==> config.mk <==
export PLATFORM = sky130hd
export DESIGN_NAME = hmac_md5_sha1_engine_top
export DESIGN_NICKNAME = d
export VERILOG_FILES = /design/src/hms_pkg.sv /design/src/hmac_md5_sha1_engine_top.sv /design/src/hms_datapath.sv /design/src/hms_ctrl.sv
export SDC_FILE = /design/constraint.sdc
export NUM_CORES = 2
export LEC_CHECK = 0
export BUFFER_PORTS_ARGS = -buffer_cell sky130_fd_sc_hd__buf_2
export CELL_PAD_IN_SITES_DETAIL_PLACEMENT = 0
export CELL_PAD_IN_SITES_GLOBAL_PLACEMENT = 1
export CORE_UTILIZATION = 45
export DETAILED_ROUTE_END_ITERATION = 6
export GPL_TIMING_DRIVEN = 0
export PLACE_DENSITY = 0.8
export SKIP_CTS_REPAIR_TIMING = 1
export SLEW_MARGIN = 30
export SYNTH_ARGS = -nofsm -noshare
export SYNTH_HDL_FRONTEND = slang
export SYNTH_SLANG_ARGS = --single-unit
==> constraint.sdc <==
create_clock -name clk -period 28.3 [get_ports clk]
set_clock_uncertainty 0.05 [all_clocks]
set_input_delay 2.83 -clock clk [delete_from_list [all_inputs] [get_ports clk]]
set_output_delay 2.83 -clock clk [all_outputs]
set_load 0.1 [all_outputs]
==> src/hms_pkg.sv <==
// Shared types, constants and functions of the HMAC MD5 / SHA-1 engine.
// Used by hms_ctrl, hms_datapath and hmac_md5_sha1_engine_top; no dependencies.
`timescale 1ns / 1ps

package hms_pkg;

  localparam int unsigned BLOCK_BYTES = 64;

  localparam logic [7:0] IPAD_BYTE = 8'h36;
  localparam logic [7:0] OPAD_BYTE = 8'h5c;
  localparam logic [7:0] MARK_BYTE = 8'h80;

  localparam logic [6:0] MD5_DIGEST_BYTES  = 7'd16;
  localparam logic [6:0] SHA1_DIGEST_BYTES = 7'd20;
  localparam logic [6:0] MD5_LAST_ROUND    = 7'd63;
  localparam logic [6:0] SHA1_LAST_ROUND   = 7'd79;
  localparam logic [6:0] MD5_LAST_WORD     = 7'd3;
  localparam logic [6:0] SHA1_LAST_WORD    = 7'd4;

  localparam logic [5:0] PTR_LAST   = 6'd63;
  localparam logic [5:0] PTR_LENGTH = 6'd56;
  localparam logic [6:0] KEY_FULL   = 7'd64;

  localparam logic PH_KEY = 1'b0;
  localparam logic PH_MSG = 1'b1;
  localparam logic OP_KEY = 1'b0;
  localparam logic OP_MSG = 1'b1;

  typedef struct packed {
    logic       operation;
    logic [7:0] data_byte;
    logic       has_data;
    logic       last;
  } hms_in_t;

  typedef struct packed {
    logic [31:0] digest_word;
    logic        last_word;
  } hms_out_t;

  typedef logic [4:0][31:0] hms_words_t;

  typedef enum logic [2:0] {
    SRC_IN    = 3'd0,
    SRC_KEY   = 3'd1,
    SRC_MARK  = 3'd2,
    SRC_ZERO  = 3'd3,
    SRC_LEN   = 3'd4,
    SRC_INNER = 3'd5
  } hms_src_t;

  typedef enum logic [1:0] {
    PAD_NONE = 2'd0,
    PAD_IN   = 2'd1,
    PAD_OUT  = 2'd2
  } hms_pad_t;

  typedef struct packed {
    logic       sha;
    logic       start;
    logic       wr_byte;
    logic       count_len;
    hms_src_t   src;
    hms_pad_t   pad;
    logic [6:0] idx;
    logic [6:0] key_count;
    logic [7:0] in_byte;
    logic       key_wr;
    logic       key_wr_dig;
    logic [5:0] key_addr;
    logic       comp_init;
    logic       comp_round;
    logic       comp_add;
    logic [6:0] rnd;
    logic       save_inner;
  } hms_cmd_t;

  typedef struct packed {
    logic [5:0] ptr;
  } hms_stat_t;

  function automatic logic [31:0] bswap(input logic [31:0] w);
    bswap = {w[7:0], w[15:8], w[23:16], w[31:24]};
  endfunction

  // Digest byte i of a chain value, in the byte order of the selected hash.
  function automatic logic [7:0] dig_byte(input hms_words_t w, input logic [4:0] i,
                                          input logic sha);
    logic [31:0] word;
    logic [1:0]  lane;
    word = w[i[4:2]];
    lane = sha ? ~i[1:0] : i[1:0];
    dig_byte = word[{lane, 3'b000} +: 8];
  endfunction

  function automatic logic [4:0] md5_rot(input logic [3:0] i);
    unique case (i)
      4'd0: md5_rot = 5'd7;    4'd1: md5_rot = 5'd12;
      4'd2: md5_rot = 5'd17;   4'd3: md5_rot = 5'd22;
      4'd4: md5_rot = 5'd5;    4'd5: md5_rot = 5'd9;
      4'd6: md5_rot = 5'd14;   4'd7: md5_rot = 5'd20;
      4'd8: md5_rot = 5'd4;    4'd9: md5_rot = 5'd11;
      4'd10: md5_rot = 5'd16;  4'd11: md5_rot = 5'd23;
      4'd12: md5_rot = 5'd6;   4'd13: md5_rot = 5'd10;
      4'd14: md5_rot = 5'd15;  4'd15: md5_rot = 5'd21;
      default: md5_rot = 5'd0;
    endcase
  endfunction

  function automatic logic [31:0] md5_k(input logic [5:0] i);
    unique case (i)
      6'd0: md5_k = 32'hd76aa478;  6'd1: md5_k = 32'he8c7b756;
      6'd2: md5_k = 32'h242070db;  6'd3: md5_k = 32'hc1bdceee;
      6'd4: md5_k = 32'hf57c0faf;  6'd5: md5_k = 32'h4787c62a;
      6'd6: md5_k = 32'ha8304613;  6'd7: md5_k = 32'hfd469501;
      6'd8: md5_k = 32'h698098d8;  6'd9: md5_k = 32'h8b44f7af;
      6'd10: md5_k = 32'hffff5bb1; 6'd11: md5_k = 32'h895cd7be;
      6'd12: md5_k = 32'h6b901122; 6'd13: md5_k = 32'hfd987193;
      6'd14: md5_k = 32'ha679438e; 6'd15: md5_k = 32'h49b40821;
      6'd16: md5_k = 32'hf61e2562; 6'd17: md5_k = 32'hc040b340;
      6'd18: md5_k = 32'h265e5a51; 6'd19: md5_k = 32'he9b6c7aa;
      6'd20: md5_k = 32'hd62f105d; 6'd21: md5_k = 32'h02441453;
      6'd22: md5_k = 32'hd8a1e681; 6'd23: md5_k = 32'he7d3fbc8;
      6'd24: md5_k = 32'h21e1cde6; 6'd25: md5_k = 32'hc33707d6;
      6'd26: md5_k = 32'hf4d50d87; 6'd27: md5_k = 32'h455a14ed;
      6'd28: md5_k = 32'ha9e3e905; 6'd29: md5_k = 32'hfcefa3f8;
      6'd30: md5_k = 32'h676f02d9; 6'd31: md5_k = 32'h8d2a4c8a;
      6'd32: md5_k = 32'hfffa3942; 6'd33: md5_k = 32'h8771f681;
      6'd34: md5_k = 32'h6d9d6122; 6'd35: md5_k = 32'hfde5380c;
      6'd36: md5_k = 32'ha4beea44; 6'd37: md5_k = 32'h4bdecfa9;
      6'd38: md5_k = 32'hf6bb4b60; 6'd39: md5_k = 32'hbebfbc70;
      6'd40: md5_k = 32'h289b7ec6; 6'd41: md5_k = 32'heaa127fa;
      6'd42: md5_k = 32'hd4ef3085; 6'd43: md5_k = 32'h04881d05;
      6'd44: md5_k = 32'hd9d4d039; 6'd45: md5_k = 32'he6db99e5;
      6'd46: md5_k = 32'h1fa27cf8; 6'd47: md5_k = 32'hc4ac5665;
      6'd48: md5_k = 32'hf4292244; 6'd49: md5_k = 32'h432aff97;
      6'd50: md5_k = 32'hab9423a7; 6'd51: md5_k = 32'hfc93a039;
      6'd52: md5_k = 32'h655b59c3; 6'd53: md5_k = 32'h8f0ccc92;
      6'd54: md5_k = 32'hffeff47d; 6'd55: md5_k = 32'h85845dd1;
      6'd56: md5_k = 32'h6fa87e4f; 6'd57: md5_k = 32'hfe2ce6e0;
      6'd58: md5_k = 32'ha3014314; 6'd59: md5_k = 32'h4e0811a1;
      6'd60: md5_k = 32'hf7537e82; 6'd61: md5_k = 32'hbd3af235;
      6'd62: md5_k = 32'h2ad7d2bb; 6'd63: md5_k = 32'heb86d391;
      default: md5_k = 32'h0;
    endcase
  endfunction

endpackage

==> src/hmac_md5_sha1_engine_top.sv <==
// Top level of the HMAC engine over MD5 or SHA-1.
// Instantiates hms_ctrl and hms_datapath; depends on hms_pkg.
`timescale 1ns / 1ps

// Usage:
// Input beats carry one key or message byte each (in_item), with has_data low for
// an empty run and last high on the final beat of a run. Send the key run first,
// then the message run. in_stall is high whenever the engine is busy.
// cfg_data selects the hash (0 MD5, 1 SHA-1); it is taken only while cfg_ready is
// high, which is whenever no item is in flight.
// Filling a 64-byte block adds one compression for MD5 or SHA-1, one round per cycle
// in a single round unit. Closing the key runs the inner pad block, plus one extra
// hash finish when the key was longer than 64 bytes.
// Closing the message runs inner finish, outer pad, digest absorb and outer finish,
// then 4 (MD5) or 5 (SHA-1) result beats on out_item, last_word marking the final
// one. While out_stall is high the current word holds and no new input is taken.
// rst_n is synchronous and active low; after reset the engine is idle, awaits a key
// and uses MD5.

module hmac_md5_sha1_engine_top (
  input  logic              clk,
  input  logic              rst_n,
  input  logic              in_valid,
  input  hms_pkg::hms_in_t  in_item,
  output logic              in_stall,
  output logic              out_valid,
  output hms_pkg::hms_out_t out_item,
  input  logic              out_stall,
  input  logic              cfg_valid,
  input  logic              cfg_data,
  output logic              cfg_ready
);
  import hms_pkg::*;

  hms_cmd_t    cmd;
  hms_stat_t   stat;
  logic [31:0] dp_word;
  logic        ctrl_last;

  hms_ctrl u_ctrl (
    .clk       (clk),
    .rst_n     (rst_n),
    .in_valid  (in_valid),
    .in_item   (in_item),
    .in_stall  (in_stall),
    .out_valid (out_valid),
    .out_stall (out_stall),
    .out_last  (ctrl_last),
    .cfg_valid (cfg_valid),
    .cfg_data  (cfg_data),
    .cfg_ready (cfg_ready),
    .stat      (stat),
    .cmd       (cmd)
  );

  hms_datapath u_dp (
    .clk      (clk),
    .rst_n    (rst_n),
    .cmd      (cmd),
    .stat     (stat),
    .word_out (dp_word)
  );

  always_comb begin
    out_item.digest_word = dp_word;
    out_item.last_word   = ctrl_last;
  end

  a_out_blocks_in: assert property (@(posedge clk) disable iff (!rst_n)
    out_valid |-> in_stall)
    else $error("input taken while results are pending");

  a_accept_busy: assert property (@(posedge clk) disable iff (!rst_n)
    (in_valid && !in_stall) |=> (in_stall && !out_valid))
    else $error("engine not busy after an accepted beat");

  a_last_ends: assert property (@(posedge clk) disable iff (!rst_n)
    (out_valid && !out_stall && out_item.last_word) |=> (!out_valid && !in_stall))
    else $error("result beats continue after the final word");

  a_cfg_idle: assert property (@(posedge clk) disable iff (!rst_n)
    cfg_ready |-> (!out_valid && !in_stall))
    else $error("configuration open while busy");

endmodule

==> src/hms_datapath.sv <==
// Datapath of the HMAC engine: block buffer, chain value, round logic and key store.
// Driven by hms_ctrl through hms_pkg::hms_cmd_t; depends on hms_pkg.
`timescale 1ns / 1ps

module hms_datapath (
  input  logic               clk,
  input  logic               rst_n,
  input  hms_pkg::hms_cmd_t  cmd,
  output hms_pkg::hms_stat_t stat,
  output logic [31:0]        word_out
);
  import hms_pkg::*;

  hms_words_t        chain_r;
  hms_words_t        inner_r;
  logic [31:0]       a_r, b_r, c_r, d_r, e_r;
  logic [15:0][31:0] win_r;
  logic [5:0]        ptr_r;
  logic [63:0]       bitlen_r;
  logic [7:0]        key_mem [BLOCK_BYTES];
  logic [7:0]        key_rd_r;

  logic [7:0]  pad_byte, key_byte, len_byte, src_byte, key_wdata;
  logic [2:0]  len_lane;
  logic [1:0]  md_grp;
  logic [3:0]  md_i, md_g;
  logic [31:0] md_f, md_m, md_sum, md_b;
  logic [4:0]  md_sh;
  logic [63:0] md_dbl;
  logic [31:0] sh_f, sh_k, sh_t, sh_w;
  logic [31:0] out_w;

  always_comb begin
    unique case (cmd.pad)
      PAD_IN:  pad_byte = IPAD_BYTE;
      PAD_OUT: pad_byte = OPAD_BYTE;
      default: pad_byte = 8'h00;
    endcase
    key_byte = ((cmd.idx < cmd.key_count) ? key_rd_r : 8'h00) ^ pad_byte;
    len_lane = cmd.sha ? ~ptr_r[2:0] : ptr_r[2:0];
    len_byte = bitlen_r[{len_lane, 3'b000} +: 8];
    unique case (cmd.src)
      SRC_IN:    src_byte = cmd.in_byte;
      SRC_KEY:   src_byte = key_byte;
      SRC_MARK:  src_byte = MARK_BYTE;
      SRC_LEN:   src_byte = len_byte;
      SRC_INNER: src_byte = dig_byte(inner_r, cmd.idx[4:0], cmd.sha);
      default:   src_byte = 8'h00;
    endcase
    key_wdata = cmd.key_wr_dig ? dig_byte(chain_r, cmd.idx[4:0], cmd.sha) : cmd.in_byte;
  end

  always_comb begin
    md_grp = cmd.rnd[5:4];
    md_i   = cmd.rnd[3:0];
    unique case (md_grp)
      2'd0: begin
        md_f = (b_r & c_r) | (~b_r & d_r);
        md_g = md_i;
      end
      2'd1: begin
        md_f = (d_r & b_r) | (~d_r & c_r);
        md_g = (md_i << 2) + md_i + 4'd1;
      end
      2'd2: begin
        md_f = b_r ^ c_r ^ d_r;
        md_g = (md_i << 1) + md_i + 4'd5;
      end
      default: begin
        md_f = c_r ^ (b_r | ~d_r);
        md_g = (md_i << 3) - md_i;
      end
    endcase
    md_m   = bswap(win_r[md_g]);
    md_sum = a_r + md_f + md5_k(cmd.rnd[5:0]) + md_m;
    md_sh  = md5_rot({md_grp, cmd.rnd[1:0]});
    md_dbl = {md_sum, md_sum} << md_sh;
    md_b   = b_r + md_dbl[63:32];
  end

  always_comb begin
    priority if (cmd.rnd < 7'd20) begin
      sh_f = (b_r & c_r) | (~b_r & d_r);
      sh_k = 32'h5a827999;
    end else if (cmd.rnd < 7'd40) begin
      sh_f = b_r ^ c_r ^ d_r;
      sh_k = 32'h6ed9eba1;
    end else if (cmd.rnd < 7'd60) begin
      sh_f = (b_r & c_r) | (b_r & d_r) | (c_r & d_r);
      sh_k = 32'h8f1bbcdc;
    end else begin
      sh_f = b_r ^ c_r ^ d_r;
      sh_k = 32'hca62c1d6;
    end
    sh_t = {a_r[26:0], a_r[31:27]} + sh_f + e_r + sh_k + win_r[0];
    sh_w = win_r[13] ^ win_r[8] ^ win_r[2] ^ win_r[0];
  end

  always_ff @(posedge clk) begin
    if (!rst_n) begin
      ptr_r    <= '0;
      bitlen_r <= '0;
    end else if (cmd.start) begin
      ptr_r    <= '0;
      bitlen_r <= '0;
    end else begin
      if (cmd.wr_byte) begin
        ptr_r <= ptr_r + 6'd1;
      end
      if (cmd.count_len) begin
        bitlen_r <= bitlen_r + 64'd8;
      end
    end
  end

  always_ff @(posedge clk) begin
    if (cmd.start) begin
      chain_r <= {32'hc3d2e1f0, 32'h10325476, 32'h98badcfe, 32'hefcdab89, 32'h67452301};
    end else if (cmd.comp_add) begin
      chain_r[0] <= chain_r[0] + a_r;
      chain_r[1] <= chain_r[1] + b_r;
      chain_r[2] <= chain_r[2] + c_r;
      chain_r[3] <= chain_r[3] + d_r;
      if (cmd.sha) begin
        chain_r[4] <= chain_r[4] + e_r;
      end
    end
    if (cmd.save_inner) begin
      inner_r <= chain_r;
    end
    if (cmd.comp_init) begin
      a_r <= chain_r[0];
      b_r <= chain_r[1];
      c_r <= chain_r[2];
      d_r <= chain_r[3];
      e_r <= chain_r[4];
    end else if (cmd.comp_round) begin
      if (cmd.sha) begin
        a_r <= sh_t;
        b_r <= a_r;
        c_r <= {b_r[1:0], b_r[31:2]};
        d_r <= c_r;
        e_r <= d_r;
      end else begin
        a_r <= d_r;
        b_r <= md_b;
        c_r <= b_r;
        d_r <= c_r;
      end
    end
    if (cmd.wr_byte) begin
      win_r[ptr_r[5:2]][{~ptr_r[1:0], 3'b000} +: 8] <= src_byte;
    end else if (cmd.comp_round && cmd.sha) begin
      win_r[14:0] <= win_r[15:1];
      win_r[15]   <= {sh_w[30:0], sh_w[31]};
    end
  end

  always_ff @(posedge clk) begin
    if (cmd.key_wr) begin
      key_mem[cmd.key_addr] <= key_wdata;
    end
    key_rd_r <= key_mem[cmd.idx[5:0]];
  end

  always_comb begin
    out_w    = chain_r[cmd.idx[2:0]];
    word_out = cmd.sha ? out_w : bswap(out_w);
    stat.ptr = ptr_r;
  end

endmodule

==> src/hms_ctrl.sv <==
// Controller of the HMAC engine: item decode, key and message phases, padding and
// compression sequencing, result beats. Depends on hms_pkg; drives hms_datapath.
`timescale 1ns / 1ps

module hms_ctrl (
  input  logic               clk,
  input  logic               rst_n,
  input  logic               in_valid,
  input  hms_pkg::hms_in_t   in_item,
  output logic               in_stall,
  output logic               out_valid,
  input  logic               out_stall,
  output logic               out_last,
  input  logic               cfg_valid,
  input  logic               cfg_data,
  output logic               cfg_ready,
  input  hms_pkg::hms_stat_t stat,
  output hms_pkg::hms_cmd_t  cmd
);
  import hms_pkg::*;

  typedef enum logic [17:0] {
    S_IDLE       = 18'h00001,
    S_DECODE     = 18'h00002,
    S_ABS_IN     = 18'h00004,
    S_AFTER      = 18'h00008,
    S_PAD_RD     = 18'h00010,
    S_PAD_WR     = 18'h00020,
    S_CINIT      = 18'h00040,
    S_COMP       = 18'h00080,
    S_CADD       = 18'h00100,
    S_FIN_MARK   = 18'h00200,
    S_FIN_ZERO   = 18'h00400,
    S_FIN_LEN    = 18'h00800,
    S_KEYDIG     = 18'h01000,
    S_START_IPAD = 18'h02000,
    S_SET_MSG    = 18'h04000,
    S_SAVE_INNER = 18'h08000,
    S_INNER_ABS  = 18'h10000,
    S_OUT        = 18'h20000
  } hms_state_t;

  hms_state_t state_r, state_nxt;
  hms_state_t loop_ret_r, loop_ret_nxt;
  hms_state_t fin_ret_r, fin_ret_nxt;
  hms_state_t cmp_ret_r, cmp_ret_nxt;
  hms_in_t    item_r, item_nxt;
  hms_pad_t   pad_r, pad_nxt;
  logic       phase_r, phase_nxt;
  logic       long_r, long_nxt;
  logic       sha_r, sha_nxt;
  logic       wrap_r, wrap_nxt;
  logic [6:0] key_count_r, key_count_nxt;
  logic [6:0] idx_r, idx_nxt;
  logic [6:0] rnd_r, rnd_nxt;

  logic [6:0] dig_n, last_word, last_rnd;
  logic       ptr_end;

  always_comb begin
    dig_n     = sha_r ? SHA1_DIGEST_BYTES : MD5_DIGEST_BYTES;
    last_word = sha_r ? SHA1_LAST_WORD : MD5_LAST_WORD;
    last_rnd  = sha_r ? SHA1_LAST_ROUND : MD5_LAST_ROUND;
    ptr_end   = (stat.ptr == PTR_LAST);
  end

  always_comb begin
    state_nxt     = state_r;
    loop_ret_nxt  = loop_ret_r;
    fin_ret_nxt   = fin_ret_r;
    cmp_ret_nxt   = cmp_ret_r;
    item_nxt      = item_r;
    pad_nxt       = pad_r;
    phase_nxt     = phase_r;
    long_nxt      = long_r;
    sha_nxt       = sha_r;
    wrap_nxt      = wrap_r;
    key_count_nxt = key_count_r;
    idx_nxt       = idx_r;
    rnd_nxt       = rnd_r;

    cmd            = '0;
    cmd.sha        = sha_r;
    cmd.src        = SRC_ZERO;
    cmd.pad        = pad_r;
    cmd.idx        = idx_r;
    cmd.key_count  = key_count_r;
    cmd.in_byte    = item_r.data_byte;
    cmd.key_addr   = key_count_r[5:0];
    cmd.rnd        = rnd_r;

    in_stall  = (state_r != S_IDLE);
    cfg_ready = (state_r == S_IDLE);
    out_valid = (state_r == S_OUT);
    out_last  = (idx_r == last_word);

    if (cfg_valid && cfg_ready) begin
      sha_nxt = cfg_data;
    end

    unique case (state_r)
      S_IDLE: begin
        if (in_valid) begin
          item_nxt  = in_item;
          state_nxt = S_DECODE;
        end
      end
      S_DECODE: begin
        if (phase_r == PH_KEY) begin
          if (item_r.operation != OP_KEY) begin
            state_nxt = S_IDLE;
          end else if (!item_r.has_data) begin
            state_nxt = S_AFTER;
          end else if (long_r) begin
            state_nxt = S_ABS_IN;
          end else if (key_count_r < KEY_FULL) begin
            cmd.key_wr    = 1'b1;
            key_count_nxt = key_count_r + 7'd1;
            state_nxt     = S_AFTER;
          end else begin
            cmd.start    = 1'b1;
            pad_nxt      = PAD_NONE;
            idx_nxt      = '0;
            loop_ret_nxt = S_ABS_IN;
            long_nxt     = 1'b1;
            state_nxt    = S_PAD_RD;
          end
        end else begin
          if (item_r.operation != OP_MSG) begin
            state_nxt = S_IDLE;
          end else begin
            state_nxt = item_r.has_data ? S_ABS_IN : S_AFTER;
          end
        end
      end
      S_ABS_IN: begin
        cmd.wr_byte   = 1'b1;
        cmd.count_len = 1'b1;
        cmd.src       = SRC_IN;
        if (ptr_end) begin
          cmp_ret_nxt = S_AFTER;
          state_nxt   = S_CINIT;
        end else begin
          state_nxt = item_r.last ? S_AFTER : S_IDLE;
        end
      end
      S_AFTER: begin
        if (!item_r.last) begin
          state_nxt = S_IDLE;
        end else if (phase_r == PH_KEY) begin
          if (long_r) begin
            fin_ret_nxt = S_KEYDIG;
            state_nxt   = S_FIN_MARK;
          end else begin
            state_nxt = S_START_IPAD;
          end
        end else begin
          fin_ret_nxt = S_SAVE_INNER;
          state_nxt   = S_FIN_MARK;
        end
      end
      S_PAD_RD: begin
        state_nxt = S_PAD_WR;
      end
      S_PAD_WR: begin
        cmd.wr_byte   = 1'b1;
        cmd.count_len = 1'b1;
        cmd.src       = SRC_KEY;
        idx_nxt       = idx_r + 7'd1;
        if (ptr_end) begin
          idx_nxt     = '0;
          cmp_ret_nxt = loop_ret_r;
          state_nxt   = S_CINIT;
        end else begin
          state_nxt = S_PAD_RD;
        end
      end
      S_CINIT: begin
        cmd.comp_init = 1'b1;
        rnd_nxt       = '0;
        state_nxt     = S_COMP;
      end
      S_COMP: begin
        cmd.comp_round = 1'b1;
        rnd_nxt        = rnd_r + 7'd1;
        if (rnd_r == last_rnd) begin
          state_nxt = S_CADD;
        end
      end
      S_CADD: begin
        cmd.comp_add = 1'b1;
        state_nxt    = cmp_ret_r;
      end
      S_FIN_MARK: begin
        cmd.wr_byte = 1'b1;
        cmd.src     = SRC_MARK;
        if (ptr_end) begin
          wrap_nxt    = 1'b0;
          cmp_ret_nxt = S_FIN_ZERO;
          state_nxt   = S_CINIT;
        end else begin
          wrap_nxt  = (stat.ptr >= PTR_LENGTH);
          state_nxt = S_FIN_ZERO;
        end
      end
      S_FIN_ZERO: begin
        if (wrap_r) begin
          cmd.wr_byte = 1'b1;
          if (ptr_end) begin
            wrap_nxt    = 1'b0;
            cmp_ret_nxt = S_FIN_ZERO;
            state_nxt   = S_CINIT;
          end
        end else if (stat.ptr == PTR_LENGTH) begin
          state_nxt = S_FIN_LEN;
        end else begin
          cmd.wr_byte = 1'b1;
        end
      end
      S_FIN_LEN: begin
        cmd.wr_byte = 1'b1;
        cmd.src     = SRC_LEN;
        if (ptr_end) begin
          cmp_ret_nxt = fin_ret_r;
          state_nxt   = S_CINIT;
        end
      end
      S_KEYDIG: begin
        cmd.key_wr     = 1'b1;
        cmd.key_wr_dig = 1'b1;
        cmd.key_addr   = idx_r[5:0];
        idx_nxt        = idx_r + 7'd1;
        if (idx_r == dig_n - 7'd1) begin
          idx_nxt       = '0;
          key_count_nxt = dig_n;
          long_nxt      = 1'b0;
          state_nxt     = S_START_IPAD;
        end
      end
      S_START_IPAD: begin
        cmd.start    = 1'b1;
        pad_nxt      = PAD_IN;
        idx_nxt      = '0;
        loop_ret_nxt = S_SET_MSG;
        state_nxt    = S_PAD_RD;
      end
      S_SET_MSG: begin
        phase_nxt = PH_MSG;
        state_nxt = S_IDLE;
      end
      S_SAVE_INNER: begin
        cmd.save_inner = 1'b1;
        cmd.start      = 1'b1;
        pad_nxt        = PAD_OUT;
        idx_nxt        = '0;
        loop_ret_nxt   = S_INNER_ABS;
        state_nxt      = S_PAD_RD;
      end
      S_INNER_ABS: begin
        cmd.wr_byte   = 1'b1;
        cmd.count_len = 1'b1;
        cmd.src       = SRC_INNER;
        idx_nxt       = idx_r + 7'd1;
        if (idx_r == dig_n - 7'd1) begin
          idx_nxt     = '0;
          fin_ret_nxt = S_OUT;
          state_nxt   = S_FIN_MARK;
        end
      end
      S_OUT: begin
        if (!out_stall) begin
          idx_nxt = idx_r + 7'd1;
          if (idx_r == last_word) begin
            idx_nxt       = '0;
            phase_nxt     = PH_KEY;
            key_count_nxt = '0;
            long_nxt      = 1'b0;
            state_nxt     = S_IDLE;
          end
        end
      end
      default: begin
        state_nxt = S_IDLE;
      end
    endcase
  end

  always_ff @(posedge clk) begin
    if (!rst_n) begin
      state_r     <= S_IDLE;
      loop_ret_r  <= S_IDLE;
      fin_ret_r   <= S_IDLE;
      cmp_ret_r   <= S_IDLE;
      pad_r       <= PAD_NONE;
      phase_r     <= PH_KEY;
      long_r      <= 1'b0;
      sha_r       <= 1'b0;
      wrap_r      <= 1'b0;
      key_count_r <= '0;
      idx_r       <= '0;
      rnd_r       <= '0;
    end else begin
      state_r     <= state_nxt;
      loop_ret_r  <= loop_ret_nxt;
      fin_ret_r   <= fin_ret_nxt;
      cmp_ret_r   <= cmp_ret_nxt;
      pad_r       <= pad_nxt;
      phase_r     <= phase_nxt;
      long_r      <= long_nxt;
      sha_r       <= sha_nxt;
      wrap_r      <= wrap_nxt;
      key_count_r <= key_count_nxt;
      idx_r       <= idx_nxt;
      rnd_r       <= rnd_nxt;
    end
  end

  always_ff @(posedge clk) begin
    item_r <= item_nxt;
  end

endmodule
==> run_results.csv <==
group,metric,value,unit
timing,max_freq,71.4,MHz
timing,final-max-slew-violation-count,0,
place,dp.cells,12540,
power_and_ir_drop,power_frac_comb,0.042,
synthesis,yosys_warnings,0,
timing,slew_headroom,0.193,
grt,grt_start_max_net_pins,71,
power_and_ir_drop,switching_share,0.238,
worst_setup_path,worst_setup_path_end_kind,"flop",
synthesis,yosysUniqueCellTypes,108,
final_layout,final_cells,12927,
final_layout,layout-drive-gt1-share,0.114,
hold_path,whs_path_depth,2,
synthesis,synth_seq_cells,1687,
status,status,"finished with violations",
worst_setup_path,rr_worst_depth,47,
floorplan,core.rowCount,173,
floorplan,die-area,0.227,mm2
power_and_ir_drop,cellPowerDensity,47.9,mW/mm2
timing,finalHoldViolCount,0,
worst_setup_path,slowest_delay,800,ps
grt,antenna_found_initial,46,
worst_setup_path,path_class,"flop to flop",
worst_setup_path,startpoint_type,"flop",
place,post-dp-hpwl,368000,um
power_and_ir_drop,power,0.00540,W
worst_setup_path,crit_slowest_cell,"o41ai_1",
worst_setup_path,r2r-start,"u_ctrl.rnd_r[0]$_SDFFE_PN0N_",
hold_path,worstHoldEndpoint,"u_ctrl.cmp_ret_r[17]$_SDFFE_PN0P_",
clock_network,clock_sinks,1687,
worst_setup_path,crit_family,"compound AO/OA/AOI/OAI gates",
clock_network,cts_root_buf,"clkbuf_16",
grt,grt-ovfl-total,0,
final_layout,nets,10295,
place,gp_congestion,1.08,
grt,track_usage,0.411,
clock_network,cts_tree,"built",
synthesis,synth_nets,9960,
synthesis,netlist_area,0.101,mm2
floorplan,die_x,476,um
synthesis,synth_edf_count,1355,
hold_path,min_from,"u_ctrl.cmp_ret_r[17]$_SDFFE_PN0P_",
synthesis,yosysSeqAreaShare,0.468,
clock_network,cts_made_buffers,188,
worst_setup_path,worst_ep_required_time,28810,ps
grt,grt_pass1_wl,643000,um
timing,setup_violations,0,
floorplan,fp.dieH,476,um
power_and_ir_drop,leakage,40.9,nW
place,port_buffers,52,
worst_setup_path,critPathBufInv,8,
worst_setup_path,crit_arrival,14520,ps
final_layout,fin_util,0.506,
final_layout,stdcell_area,0.113,mm2
drt,post-route-drc-count,11,
synthesis,synth_ff_type,"edfxtp_1",
clock_network,cts_max_level,4,
synthesis,synth_cells,9426,
worst_setup_path,r2r_setup_slack,14290,ps
clock_network,clkTransAtPathRegs,60,ps
hold_path,hold_class,"flop to flop",
power_and_ir_drop,clockPowerShare,0.458,
clock_network,clk_path_buf_depth,3,
power_and_ir_drop,max-vdd-ir-drop,62.2,uV
worst_setup_path,worstPathMaxFanout,10,
power_and_ir_drop,internal-power,0.00411,W
drt,dr.pass1.iters,7,
power_and_ir_drop,seq_power_share,0.501,
drt,wirelength,472000,um
drt,detail_route.wl_per_cell,36.5,um
synthesis,synth-async-reset-ratio,0,
timing,fin_crit_sh,0.495,
status,violations,"DRC",
drt,ant_nets,0,
floorplan,start_util,0.454,
timing,finalCriticalPeriod,14010,ps
synthesis,avgSynthCellArea,10.7,um2
timing,tns,0,ps
timing,tightest_slew,1210,ps
timing,rsz0062_at_grt,"no",
worst_setup_path,rr_endpoint,"u_dp.b_r[30]$_DFFE_PN_",
drt,routed_via_density,6.73,
place,dpl_cell_area,0.106,mm2
final_layout,area_growth,11.5,%
drt,drt_iter0_markers,13797,
floorplan,pin_count,53,
flow_run,cap_violations,0,
floorplan,core,0.223,mm2
grt,first_global_vias,81118,
clock_network,clock_latency,920,ps
drt,vias,86972,
power_and_ir_drop,p_sw,0.00129,W
-- metal layers --
| layer | part of all wire | up-vias | track usage | wire, um |
|---|---|---|---|---|
| met1 | 0.36 | 42967 | 0.514 | 168000 |
| met3 | 0.13 | 1574 | 0.125 | 62300 |
| li1 | - | 35717 | - | - |
| met5 | 0.00036 | - | 0 | 172 |
| met4 | 0.097 | 28 | 0.324 | 46000 |
| met2 | 0.41 | 6686 | 0.592 | 196000 |
-- layout make-up --
type                    count  area, um2
fillers                 19914     110000
multi-input cells        6837      50400
flip-flops and latches   1687      47300
clock buffers             247       5080
well taps                2975       3720
plain buffers             577       2520
repair buffers            145       1300
inverters                 325       1220
clock inverters           103       1040
diodes                     31       77.6
-- worst max-delay path by stage --
stage               depth (start not counted)                      startpoint                          to
floorplan                                   5  u_ctrl.state_r[0]$_SDFFE_PN1P_   u_dp.inner_r[0]$_DFFE_PP_
global placement                            5  u_ctrl.state_r[4]$_SDFFE_PN0P_  u_dp.inner_r[13]$_DFFE_PP_
detailed placement                         47    u_ctrl.rnd_r[0]$_SDFFE_PN0N_      u_dp.b_r[30]$_DFFE_PN_
CTS                                        47    u_ctrl.rnd_r[0]$_SDFFE_PN0N_      u_dp.b_r[30]$_DFFE_PN_
global route                               47    u_ctrl.rnd_r[0]$_SDFFE_PN0N_      u_dp.b_r[30]$_DFFE_PN_
finish                                     47    u_ctrl.rnd_r[0]$_SDFFE_PN0N_      u_dp.b_r[30]$_DFFE_PN_
-- per-stage QoR --
| step | setup slack, ps | hold WS (ps) |
|---|---|---|
| CTS | 14530 | 405 |
| detailed placement | 14650 | 397 |
| finish | 14290 | 400 |
| global route | 13630 | 423 |
| floorplan | 10630 | 372 |
| global placement | 4260 | 383 |
-- worst register-to-register path: cells and delay by family, from the launching register on --
kind	cells	cell delay, ps
AOI/OAI and AO/OA	20	5330
xor gates and xnor gates	1	260
adders and majority gates	7	2760
buffers and inverters	8	2550
DFF	1	390
muxes	6	1610
and+or+nand+nor	5	800
-- cells by family after synthesis --
kind of cell    share of synthesized area
simple gates                        0.120
compound gates                      0.150
xor+xnor                           0.0326
flops                               0.468
mux                                 0.115
buf+inv                            0.0361
fa+ha+maj                          0.0780
-- state kept, by name, summed over array words and instances, names as in the netlist, 4 cells and up, named ones only --
| name | count |
|---|---|
| u_dp.key_mem | 512 |
| u_dp.win_r | 512 |
| u_dp.chain_r | 160 |
| u_dp.inner_r | 160 |
| u_dp.bitlen_r | 61 |
| u_dp.a_r | 32 |
| u_dp.b_r | 32 |
| u_dp.c_r | 32 |
| u_dp.d_r | 32 |
| u_dp.e_r | 32 |
| u_ctrl.state_r | 18 |
| u_ctrl.cmp_ret_r | 9 |
| u_ctrl.cmd | 8 |
| u_dp.key_rd_r | 8 |
| u_ctrl.idx_r | 7 |
| u_ctrl.key_count_r | 7 |
| u_ctrl.rnd_r | 7 |
| u_dp.stat | 6 |
| u_dp.md_sh | 5 |
| u_ctrl.fin_ret_r | 4 |
-- placed cells by master (no fill, tap or decap), types with 329 or more instances in the layout --
cell | netlist | layout
a21oi_1 | 665 | 657
clkbuf_1 | 376 | 370
dfxtp_1 | 332 | 332
edfxtp_1 | 1355 | 1355
ha_1 | 329 | 329
mux2i_1 | 347 | 347
mux4_2 | 334 | 334
nand2_1 | 1344 | 1343
nor2_1 | 687 | 683
o21ai_0 | 748 | 730
-- power groups by stage --
stage | logic (W) | registers, W | clock network, W
6_report | 0.000225 | 0.00270 | 0.00247
5_1_grt | 0.000231 | 0.00270 | 0.00256
4_1_cts | 0.000218 | 0.00270 | 0.00246
3_5_place_dp | 0.000217 | 0.00275 | 0
3_3_place_gp | 0.000194 | 0.00276 | 0
2_1_floorplan | 0.000124 | 0.00275 | 0
-- Yosys cell counts (90+ instances only) --
cell | number | share of area
edfxtp_1 | 1355 | 0.40
nand2_1 | 1344 | 0.050
o21ai_0 | 748 | 0.037
nor2_1 | 687 | 0.026
a21oi_1 | 665 | 0.033
clkbuf_1 | 376 | 0.014
mux2i_1 | 347 | 0.034
mux4_2 | 334 | 0.074
dfxtp_1 | 332 | 0.066
ha_1 | 329 | 0.041
inv_1 | 316 | 0.012
xnor2_1 | 227 | 0.020
fa_1 | 188 | 0.037
xor2_1 | 147 | 0.013
nand3_1 | 134 | 0.0066
a22o_1 | 120 | 0.010
o21ai_1 | 109 | 0.0054
nor3_1 | 102 | 0.0051
a21o_1 | 97 | 0.0072
buf_2 | 93 | 0.0046
nand2b_1 | 91 | 0.0056
o221ai_1 | 90 | 0.0078
Note: power is estimated with default switching activity, not from simulation.
